$ cat src/rtl/cv_scale_quantizer_unit_defines.svh
// ---------------------------------------------------------------------------
// cv_scale_quantizer_unit_defines.svh
// Assertion macros for the CV scale quantizer.
// ---------------------------------------------------------------------------
`ifndef CV_SCALE_QUANTIZER_UNIT_DEFINES_SVH
`define CV_SCALE_QUANTIZER_UNIT_DEFINES_SVH

// Same-cycle implication, checked out of reset.
`define CSQ_ASSERT_NOW(label, ante, cons, msg) \
    label: assert property (@(posedge clk) disable iff (!rst_n) (ante) |-> (cons)) \
        else $error(msg);

// Next-cycle implication, checked out of reset.
`define CSQ_ASSERT_NEXT(label, ante, cons, msg) \
    label: assert property (@(posedge clk) disable iff (!rst_n) (ante) |=> (cons)) \
        else $error(msg);

`endif

$ cat src/rtl/csq_pkg.sv
// ---------------------------------------------------------------------------
// csq_pkg
// Scale tables, note values and register indexes for the CV scale quantizer.
// ---------------------------------------------------------------------------
`timescale 1ns / 1ps

package csq_pkg;

    localparam int NUM_SCALES = 8;
    localparam int MAX_NOTES  = 12;

    typedef logic [3:0]  semitone_t;
    typedef logic [11:0] note_val_t;
    typedef logic [2:0]  scale_sel_t;
    typedef logic [1:0]  cfg_addr_t;

    localparam cfg_addr_t REG_SCALE_OFFSET      = 2'd0;
    localparam cfg_addr_t REG_TRANSPOSE_OFFSET  = 2'd1;
    localparam cfg_addr_t REG_GATE_THRESHOLD    = 2'd2;
    localparam cfg_addr_t REG_TRIGGER_CONNECTED = 2'd3;

    localparam logic signed [15:0] GATE_THRESHOLD_RESET = 16'sd2048;

    // Semitone count that closes the octave (cutoff above the last note)
    localparam semitone_t OCTAVE_SEMITONES = 4'd12;

    localparam semitone_t SCALE_LEN [NUM_SCALES] = '{
        4'd1, 4'd12, 4'd7, 4'd7, 4'd5, 4'd5, 4'd5, 4'd7
    };

    // Unused entries past each scale's length are zero and masked by SCALE_LEN
    localparam semitone_t SCALE_NOTES [NUM_SCALES][MAX_NOTES] = '{
        '{4'd0, 4'd0, 4'd0, 4'd0, 4'd0, 4'd0, 4'd0, 4'd0, 4'd0, 4'd0, 4'd0, 4'd0},
        '{4'd0, 4'd1, 4'd2, 4'd3, 4'd4, 4'd5, 4'd6, 4'd7, 4'd8, 4'd9, 4'd10, 4'd11},
        '{4'd0, 4'd2, 4'd4, 4'd5, 4'd7, 4'd9, 4'd11, 4'd0, 4'd0, 4'd0, 4'd0, 4'd0},
        '{4'd0, 4'd2, 4'd3, 4'd5, 4'd7, 4'd8, 4'd10, 4'd0, 4'd0, 4'd0, 4'd0, 4'd0},
        '{4'd0, 4'd2, 4'd4, 4'd7, 4'd9, 4'd0, 4'd0, 4'd0, 4'd0, 4'd0, 4'd0, 4'd0},
        '{4'd0, 4'd3, 4'd5, 4'd7, 4'd10, 4'd0, 4'd0, 4'd0, 4'd0, 4'd0, 4'd0, 4'd0},
        '{4'd0, 4'd1, 4'd5, 4'd7, 4'd10, 4'd0, 4'd0, 4'd0, 4'd0, 4'd0, 4'd0, 4'd0},
        '{4'd0, 4'd2, 4'd3, 4'd5, 4'd7, 4'd9, 4'd10, 4'd0, 4'd0, 4'd0, 4'd0, 4'd0}
    };

    // round(semitone * 4096 / 12) in Q4.12
    localparam note_val_t NOTE_VALUE [MAX_NOTES] = '{
        12'd0, 12'd341, 12'd683, 12'd1024, 12'd1365, 12'd1707,
        12'd2048, 12'd2389, 12'd2731, 12'd3072, 12'd3413, 12'd3755
    };

endpackage

$ cat src/rtl/cv_scale_quantizer_unit.sv
// ---------------------------------------------------------------------------
// cv_scale_quantizer_unit
// Pitch quantizer for 1 V/octave control voltages in signed Q4.12.
// ---------------------------------------------------------------------------
// Takes one input word per clock unless the output stalls and returns one
// result word per input word: an input register feeds a single pass of
// transpose/saturate, scale select, twelve parallel cutoff compares and a
// priority pick into the result register, so sustained rate is one word per
// cycle with back-pressure passed through both stages. Configuration writes
// take effect at once and must be made while no word is in flight.
`timescale 1ns / 1ps

`include "cv_scale_quantizer_unit_defines.svh"

module cv_scale_quantizer_unit
    import csq_pkg::*;
(
    input  logic               clk,
    input  logic               rst_n,

    input  logic               cfg_wr_en,
    input  logic [1:0]         cfg_addr,
    input  logic [15:0]        cfg_wdata,

    input  logic               in_valid,
    output logic               in_ready,
    input  logic signed [15:0] pitch_cv,
    input  logic signed [15:0] scale_cv,
    input  logic signed [15:0] transpose_cv,
    input  logic signed [15:0] trigger_cv,

    output logic               out_valid,
    input  logic               out_ready,
    output logic signed [15:0] quantized_cv,
    output logic               note_changed
);

    // Configuration
    logic [14:0]        scale_offset_reg;
    logic signed [15:0] transpose_offset_reg;
    logic signed [15:0] gate_threshold_reg;
    logic               trigger_connected_reg;

    // Input stage
    logic               s1_valid_reg;
    logic signed [15:0] s1_pitch_reg;
    logic signed [15:0] s1_scale_reg;
    logic signed [15:0] s1_transpose_reg;
    logic signed [15:0] s1_trigger_reg;

    // Result stage
    logic               out_valid_reg;
    logic signed [15:0] out_q_reg;
    logic               out_changed_reg;

    // Running state
    logic signed [15:0] last_quantized_reg;
    logic               have_last_reg;
    logic               prev_trigger_high_reg;

    logic               advance;
    logic               in_fire;

    logic signed [17:0] pitch_sum;
    logic signed [15:0] pitch_sat;
    logic signed [16:0] scale_sum;
    scale_sel_t         sel;
    logic signed [3:0]  octave;
    logic [11:0]        frac;
    logic [13:0]        frac3;
    logic [4:0]         cut [MAX_NOTES];
    logic [MAX_NOTES-1:0] hit;
    logic               found;
    semitone_t          note;
    logic signed [15:0] q_new;
    logic               trig_high;
    logic               sample;
    logic               prev_trigger_high_next;
    logic signed [15:0] q_next;
    logic               changed_next;

    assign advance  = s1_valid_reg && (!out_valid_reg || out_ready);
    assign in_ready = !s1_valid_reg || advance;
    assign in_fire  = in_valid && in_ready;

    assign out_valid    = out_valid_reg;
    assign quantized_cv = out_q_reg;
    assign note_changed = out_changed_reg;

    // Pitch: sum and saturate to 16 bits
    assign pitch_sum = {{2{s1_pitch_reg[15]}}, s1_pitch_reg}
                     + {{2{transpose_offset_reg[15]}}, transpose_offset_reg}
                     + {{2{s1_transpose_reg[15]}}, s1_transpose_reg};

    always_comb
    begin
        if (pitch_sum > 18'sd32767)
            pitch_sat = 16'sh7fff;
        else if (pitch_sum < -18'sd32768)
            pitch_sat = 16'sh8000;
        else
            pitch_sat = pitch_sum[15:0];
    end

    // Scale select: floor to volts, clamp to 0..7
    assign scale_sum = $signed({2'b00, scale_offset_reg}) + $signed({s1_scale_reg[15], s1_scale_reg});

    always_comb
    begin
        if (scale_sum[16])
            sel = 3'd0;
        else if (scale_sum[15])
            sel = 3'd7;
        else
            sel = scale_sum[14:12];
    end

    assign octave = pitch_sat[15:12];
    assign frac   = pitch_sat[11:0];
    // frac*24 < c*4096 reduces to frac*3 < c*512
    assign frac3  = {2'b00, frac} + {1'b0, frac, 1'b0};

    always_comb
    begin
        for (int i = 0; i < MAX_NOTES - 1; i++)
        begin
            if (4'(i + 1) < SCALE_LEN[sel])
                cut[i] = {1'b0, SCALE_NOTES[sel][i]} + {1'b0, SCALE_NOTES[sel][i + 1]};
            else
                cut[i] = {1'b0, SCALE_NOTES[sel][i]} + {1'b0, OCTAVE_SEMITONES};
        end
        cut[MAX_NOTES - 1] = {1'b0, SCALE_NOTES[sel][MAX_NOTES - 1]} + {1'b0, OCTAVE_SEMITONES};

        for (int i = 0; i < MAX_NOTES; i++)
            hit[i] = (4'(i) < SCALE_LEN[sel]) && (frac3 < {cut[i], 9'b0});

        // Lowest hit wins
        found = 1'b0;
        note  = '0;
        for (int i = MAX_NOTES - 1; i >= 0; i--)
        begin
            if (hit[i])
            begin
                found = 1'b1;
                note  = SCALE_NOTES[sel][i];
            end
        end

        if (found)
            q_new = {octave, NOTE_VALUE[note]};
        else if (octave == 4'sd7)
            q_new = 16'sh7fff;
        else
            q_new = {octave + 4'sd1, 12'b0};
    end

    // Trigger gating and change detect
    always_comb
    begin
        trig_high = s1_trigger_reg >= gate_threshold_reg;
        if (trigger_connected_reg)
        begin
            sample                 = trig_high && !prev_trigger_high_reg;
            prev_trigger_high_next = trig_high;
        end
        else
        begin
            sample                 = 1'b1;
            prev_trigger_high_next = gate_threshold_reg[15] || (gate_threshold_reg == 16'sd0);
        end

        if (sample)
        begin
            q_next       = q_new;
            changed_next = !have_last_reg || (q_new != last_quantized_reg);
        end
        else
        begin
            q_next       = last_quantized_reg;
            changed_next = 1'b0;
        end
    end

    always_ff @(posedge clk or negedge rst_n)
    begin
        if (!rst_n)
        begin
            scale_offset_reg      <= '0;
            transpose_offset_reg  <= '0;
            gate_threshold_reg    <= GATE_THRESHOLD_RESET;
            trigger_connected_reg <= 1'b0;
        end
        else if (cfg_wr_en)
        begin
            case (cfg_addr)
                REG_SCALE_OFFSET:      scale_offset_reg      <= cfg_wdata[14:0];
                REG_TRANSPOSE_OFFSET:  transpose_offset_reg  <= cfg_wdata;
                REG_GATE_THRESHOLD:    gate_threshold_reg    <= cfg_wdata;
                REG_TRIGGER_CONNECTED: trigger_connected_reg <= cfg_wdata[0];
                default:               ;
            endcase
        end
    end

    always_ff @(posedge clk or negedge rst_n)
    begin
        if (!rst_n)
        begin
            s1_valid_reg          <= 1'b0;
            out_valid_reg         <= 1'b0;
            last_quantized_reg    <= '0;
            have_last_reg         <= 1'b0;
            prev_trigger_high_reg <= 1'b0;
        end
        else
        begin
            if (in_fire)
                s1_valid_reg <= 1'b1;
            else if (advance)
                s1_valid_reg <= 1'b0;

            if (advance)
            begin
                out_valid_reg         <= 1'b1;
                last_quantized_reg    <= q_next;
                have_last_reg         <= have_last_reg || sample;
                prev_trigger_high_reg <= prev_trigger_high_next;
            end
            else if (out_ready)
            begin
                out_valid_reg <= 1'b0;
            end
        end
    end

    // Payload registers
    always_ff @(posedge clk)
    begin
        if (in_fire)
        begin
            s1_pitch_reg     <= pitch_cv;
            s1_scale_reg     <= scale_cv;
            s1_transpose_reg <= transpose_cv;
            s1_trigger_reg   <= trigger_cv;
        end
        if (advance)
        begin
            out_q_reg       <= q_next;
            out_changed_reg <= changed_next;
        end
    end

    `CSQ_ASSERT_NOW(a_out_tracks_last, out_valid_reg, out_q_reg == last_quantized_reg, "result word differs from held value")
    `CSQ_ASSERT_NOW(a_changed_needs_sample, out_valid_reg && out_changed_reg, have_last_reg, "change flagged with no sample taken")
    `CSQ_ASSERT_NEXT(a_stall_keeps_input, s1_valid_reg && out_valid_reg && !out_ready, s1_valid_reg, "input word dropped under stall")

endmodule

$ cat config.mk
export PLATFORM = sky130hd
export DESIGN_NAME = cv_scale_quantizer_unit
export DESIGN_NICKNAME = d
export VERILOG_FILES = /design/src/rtl/csq_pkg.sv /design/src/rtl/cv_scale_quantizer_unit.sv
export VERILOG_INCLUDE_DIRS = /design/src /design/src/rtl
export SDC_FILE = /design/constraint.sdc
export NUM_CORES = 1
export LEC_CHECK = 0
export BUFFER_PORTS_ARGS = -buffer_cell sky130_fd_sc_hd__buf_2
export CORE_MARGIN = 1.5
export CORE_UTILIZATION = 50
export DETAILED_ROUTE_END_ITERATION = 6
export GPL_TIMING_DRIVEN = 0
export PLACE_DENSITY = 0.72
export SYNTH_ARGS = -nofsm -noshare
export SYNTH_HDL_FRONTEND = slang
export SYNTH_SLANG_ARGS = --single-unit
$ cat constraint.sdc
create_clock -name clk -period 8.1 [get_ports clk]
set_clock_uncertainty 0.2 [all_clocks]
set_input_delay 1.62 -clock clk [delete_from_list [all_inputs] [get_ports clk]]
set_output_delay 1.62 -clock clk [all_outputs]
set_load 0.01 [all_outputs]
### Word-level counts from Yosys, hierarchy flattened

Memory sizes are Yosys's and may differ from the RTL's.
Index checks and enable logic that the tools add are counted.

| storage, ports and cells | value |
|---|---|
| flip-flop bits (word level) | 149 |
| memory bits (read-only) | 608 |
| bits of input ports | 87 |
| memories | 3 |

Memories:

| memory | depth | width | rd ports | clocked after memory_dff | write ports | RTL line | RTL |
|---|---|---|---|---|---|---|---|
| (name not given) | 8 | 48 | 1 | 0 | 0 | cv_scale_quantizer_unit.sv:145 | `note = SCALE_NOTES[sel][i];` |
| (name not given) | 16 | 12 | 1 | 0 | 0 | cv_scale_quantizer_unit.sv:150 | `q_new = {octave, NOTE_VALUE[note]};` |
| (name not given) | 8 | 4 | 1 | 0 | 0 | cv_scale_quantizer_unit.sv:135 | `hit[i] = (4'(i) < SCALE_LEN[sel]) && (frac3 < {cut[i], 9'b0});` |

| operators by class | value |
|---|---|
| add/subtract/negate cells | 28 |
| magnitude comparators | 29 |
| eq/ne operators | 5 |
| muxes and demuxes | 54 |
| bitwise operators | 2 |
| reductions and logical operators | 32 |

Operators by type and width:

| cell | count |
|---|---|
| < comparator 14 bit | 12 |
| two-way mux 48 bit | 2 |
| two-way mux 16 bit | 5 |
| adder 4 x 4 -> 5 bit (second input constant) | 12 |
| two-way mux 4 bit | 14 |
| adder 4 x 4 -> 5 bit | 11 |
| two-way mux 5 bit | 11 |
| adder 16 x 16 -> 17 bit | 2 |
| two-way mux 12 bit | 2 |
| adder 17 x 16 -> 18 bit | 1 |
| > comparator 18 x 16 -> 1 bit (second input constant) | 1 |
| < comparator 18 x 16 -> 1 bit (second input constant) | 1 |
| two-way mux 1 bit | 18 |
| greater-or-equal comparator 16 bit | 1 |
| zero test 16 bit | 1 |
| < comparator 3 x 4 -> 1 bit (first input constant) | 4 |
| < comparator 4 bit (first input constant) | 4 |
| != test 16 bit | 1 |
| logical AND 1 bit | 15 |
| adder 12 x 13 -> 14 bit | 1 |
| < comparator 1 x 4 -> 1 bit (first input constant) | 2 |
| < comparator 2 x 4 -> 1 bit (first input constant) | 2 |
| AND reduction 2 bit | 4 |
| two-way mux 3 bit | 2 |
| 12 further kinds | 21 |

### Depth between registers and ports, before layout

| logic depth | value |
|---|---|
| word-level depth | 29 |
| depth in mapped cells | 44 |
| depth with buffers taken out | 44 |

### Least setup slack after synthesis

OpenSTA, ideal clock, no wires.

| timing | value |
|---|---|
| path type | reg2reg |
| from | register transpose_offset_reg[1] |
| to | register out_changed_reg (netlist: note_changed) (data pin) |
| arrival time | 8.300 ns |
| data required time | 7.633 ns |
| slack | -0.666 ns |
| stages on the path, launching flop included | 39 |
| path through | dfrtp_1 -> inv_1 -> fa_1 -> inv_1 -> ha_1 -> fa_1 -> a211oi_1 -> nor2_1 -> o311a_1 -> or3_1 -> nand2_1 -> a21o_1 -> clkbuf_1 -> o21ai_0 -> ha_1 -> a21o_1 -> a21o_1 -> a21o_1 -> [3 not listed] -> a21oi_1 -> xnor2_1 -> ha_1 -> a211o_1 -> a2111oi_0 -> a21oi_1 -> o31a_1 -> clkbuf_1 -> o21ai_0 -> a21oi_1 -> nor4_1 -> o32ai_1 -> ha_1 -> a21oi_1 -> a211oi_1 -> or3_1 -> a2111oi_2 -> a31oi_1 |

| between the ends | value |
|---|---|
| word-level cells in the longest chain between the ends | 27 |

RTL lines:

| element | RTL line | RTL |
|---|---|---|
| start, declared | cv_scale_quantizer_unit.sv:40 | `logic signed [15:0] transpose_offset_reg;` |
| start signal, assigned | cv_scale_quantizer_unit.sv:197 | `REG_TRANSPOSE_OFFSET: transpose_offset_reg <= cfg_wdata;` |
| adder 16 x 16 -> 17 bit * | cv_scale_quantizer_unit.sv:92 | `+ {{2{transpose_offset_reg[15]}}, transpose_offset_reg}` |
| adder 17 x 16 -> 18 bit * | cv_scale_quantizer_unit.sv:93 | `+ {{2{s1_transpose_reg[15]}}, s1_transpose_reg};` |
| < comparator 18 x 16 -> 1 bit | cv_scale_quantizer_unit.sv:99 | `else if (pitch_sum < -18'sd32768)` |
| two-way mux 16 bit | cv_scale_quantizer_unit.sv:99 |  |
| two-way mux 16 bit * | cv_scale_quantizer_unit.sv:97 | `if (pitch_sum > 18'sd32767)` |
| adder 12 x 13 -> 14 bit | cv_scale_quantizer_unit.sv:121 | `assign frac3 = {2'b00, frac} + {1'b0, frac, 1'b0};` |
| < comparator 14 bit | cv_scale_quantizer_unit.sv:135 |  |
| logical AND 1 bit | cv_scale_quantizer_unit.sv:135 |  |
| two-way mux 4 bit (12 in a row) | cv_scale_quantizer_unit.sv:142 | `if (hit[i])` |
| inverter 4 -> 5 bit (implied by the code) | cv_scale_quantizer_unit.sv:150 |  |
| memory read (16 x 12 bit) | n/a |  |
| two-way mux 12 bit (implied by the code) (2 in a row) | cv_scale_quantizer_unit.sv:150 |  |
| two-way mux 16 bit * | cv_scale_quantizer_unit.sv:149 | `if (found)` |
| != test 16 bit * | cv_scale_quantizer_unit.sv:175 | `changed_next = !have_last_reg \|\| (q_new != last_quantized_reg);` |
| logical OR 1 bit * | cv_scale_quantizer_unit.sv:175 |  |
| end signal, assigned | cv_scale_quantizer_unit.sv:249 | `out_changed_reg <= changed_next;` |
| end, declared | cv_scale_quantizer_unit.sv:54 | `logic out_changed_reg;` |

Mark *: on every way between the ends. The rest lies on a longest branch, timed or not. The select of a mux whose other input is x is not followed.
A chain may end at the register's enable or synchronous reset.

### Final worst setup path

Ends and elaborated chain as after synthesis.

==> results.yml <==
outcome:
  status: "finished with violations"
  violations: "negative setup slack"
synth:
  synth_area_sq_um: 10900
  syn_nets: 1270
  syn_area_per_cell_sq_um: 10.4
  synth_cells: 1046
  ys_seq_elements: 149
  synth_seq_area_share: 0.381
  ys_warn_count: 0
  synth_edf_count: 81
  synth_cell_types: 89
  synth-async-reset-ratio: 0.456
  synth_ff_type: "edfxtp_1"
worst_setup_path:
  crit_end: "note_changed$_SDFFCE_PP0P_"
  r2r-start: "transpose_offset_reg[1]$_DFFE_PN0P_"
  path_class: "reg2reg"
  r2r_cells: 37
  max_stage_delay_ps: 550
  cp-end-kind: "flop"
  cp-startpoint: "transpose_offset_reg[1]$_DFFE_PN0P_"
  path_buf_inv: 6
  crit_slowest_cell: "fa_1"
  path_depth: 37
  cpLargestDelayFamily: "compound AO/OA/AOI/OAI gates"
  crit_fanout: 7
  crit_top_cell: "a21o_1"
  required_ps: 8060
  critPathLaunchType: "flop"
  r2r_slack_ps: -690
  arrival_ps: 8750
  r2r_end: "note_changed$_SDFFCE_PP0P_"
floorplan:
  ios: 106
  dieHeight_microns: 150
  die_w_microns: 150
  die_area_sq_um: 22600
  coreArea_sq_um: 21200
  rows: 53
  initial_utilization: 0.513
clock_tree:
  cts_max_level: 4
  cts_tree: "built"
  cts_made_buffers: 17
  clk_pin_slew_ps: 70
  numClockSinks: 149
  clock_latency_ps: 430
  cts_buffer_depth: 2
  root_buffer: "clkbuf_16"
  cts_hold_buf: 0
placement:
  dp_hpwl_mm: 19.8
  io_buffers: 105
  gp_congestion: 0.908
  place_ws_ps: -1480
global_routing:
  grt_pass1_vias: 8867
  grt_use_total: 0.245
  overflow: 0
  grt_first_pass_wirelength_mm: 43.4
  antenna_found_initial: 3
  grt_max_degree: 69
layout:
  area_growth_pct: 24.1
  finish.net_count: 1444
  drive_gt1_frac: 0.321
detailed_routing:
  wl_mm: 27.1
  vias_per_cell: 5.94
  drt-initial-drc-count: 558
  dr.pass1.iters: 5
  vias: 8950
  wire_per_inst_microns: 18.0
  remaining_drc_errors: 0
  ant_nets: 0
min_path:
  hold_start: "have_last_reg$_DFFE_PN0P_"
  min_path_type: "reg2reg"
  hold_depth: 2
sta:
  rsz0062_at_grt: "yes"
  setup_ws_ps: -687
  max_freq_mhz: 114
  relSlewSlack: 0.269
  post-route-min-period_ps: 8790
  setup_violations: 26
  final_hold_viol_count: 0
  report.final.slew_viol_count: 0
  tns_ps: -10860
  whs_ps: 261
  tightest_slew_ps: 1090
  post-route-period-util: 1.08
job:
  maxCapViolations: 0
routing by layer:
layer | track usage | vias up | routed length (microns)
li1 | - | 4307 | -
met1 | 0.320 | 4306 | 12000
met2 | 0.417 | 273 | 13200
met3 | 0.0355 | 60 | 1180
met4 | 0.0848 | 4 | 723
met5 | 0 | - | 18
cells by family (layout without fill, tap and decap cells):
group	after synthesis	after routing	share of synthesized area
AO/OA/AOI/OAI	301	301	0.189
XOR/XNOR	24	24	0.0194
adder cells (fa/ha/maj)	139	139	0.174
buffers and inverters	93	279	0.0344
flip-flops	149	149	0.381
multiplexers	73	73	0.0745
other	0	1	0
AND/OR/NAND/NOR	267	267	0.127
layout make-up:
type / instances / area (sq um)
multi-input combinational: 804 / 7070
clock inverter: 14 / 150
clock buffer: 17 / 425
fill: 1649 / 7680
buffer: 19 / 115
inverter: 72 / 275
sequential: 149 / 4140
antenna: 1 / 2.50
tap: 275 / 344
timing repair buffer: 157 / 955
worst min-delay path: cells and delay by family, from the launching register on:
kind          cells  cell delay, ps
simple gates      1              50
buf+inv           1              50
flops             1             320
per-stage QoR:
stage | cells | utilization | area [sq um]
after floorplan | 1046 | - | 10900
after global placement | 1426 | 0.559 | 11800
after detailed placement | 1427 | 0.560 | 11800
after CTS | 1497 | 0.623 | 13200
after global routing | 1507 | 0.637 | 13500
final | 1508 | 0.637 | 13500
how the worst min path moves through the flow:
stage | to | slack, ps
3_3_place_gp | have_last_reg$_DFFE_PN0P_ | 250
4_1_cts | have_last_reg$_DFFE_PN0P_ | 270
6_report | have_last_reg$_DFFE_PN0P_ | 260
2_1_floorplan | have_last_reg$_DFFE_PN0P_ | 220
5_1_grt | prev_trigger_high_reg$_DFFE_PN0P_ | 290
3_5_place_dp | prev_trigger_high_reg$_DFFE_PN0P_ | 260
cell usage in the layout, fill, tap and decap left out, drive strengths merged, types with 11 or more instances in the layout:
master and instances:
buf 165, a21oi 68, nor4 12, nand3 23
nor3 24, nand4 18, ha 116, a31oi 12
dfrtp 67, o211ai 13, a211oi 16, fa 21
nand2b 12, a21o 35, mux2 62, inv 76
xnor2 14, and2 11, nand2 81, o21ai 75
mux2i 11, o21a 14, nor2 42, clkbuf 28
edfxtp 81
cell usage after synthesis, types with 6 or more instances:
master       n  share of area
or3_1        6         0.0035
o211ai_1    11         0.0076
edfxtp_1    81           0.22
o21ai_1      8         0.0037
xnor2_1     14          0.011
dfrtp_1     67           0.15
nand2b_1    12         0.0069
nor2_1      41          0.014
xor2_1      10         0.0081
fa_1        21          0.039
o21a_1      14         0.0097
and2_1      11         0.0063
mux2i_1     11          0.010
nand4_1     17         0.0098
nor4_1      11         0.0063
nor2b_1      7         0.0040
nor3_1      22          0.010
nand2_1     81          0.028
inv_1       69          0.024
a21o_1      34          0.024
a211oi_1    15          0.010
a31oi_1     11         0.0063
o2111ai_1    6         0.0048
o21ai_0     67          0.031
a21oi_1     68          0.031
clkbuf_1    14         0.0048
ha_1       116           0.13
nand3_1     23          0.011
mux2_2      62          0.064
timing repair:
action,CTS,global route
buffers inserted,39,11
gates resized for setup,114,36
pin swaps,55,37
cloned,1,0
setup endpoints to repair,33,33
Power is not shown: default switching activity piles up to over one toggle a cycle in this logic, so the estimate is an artifact.
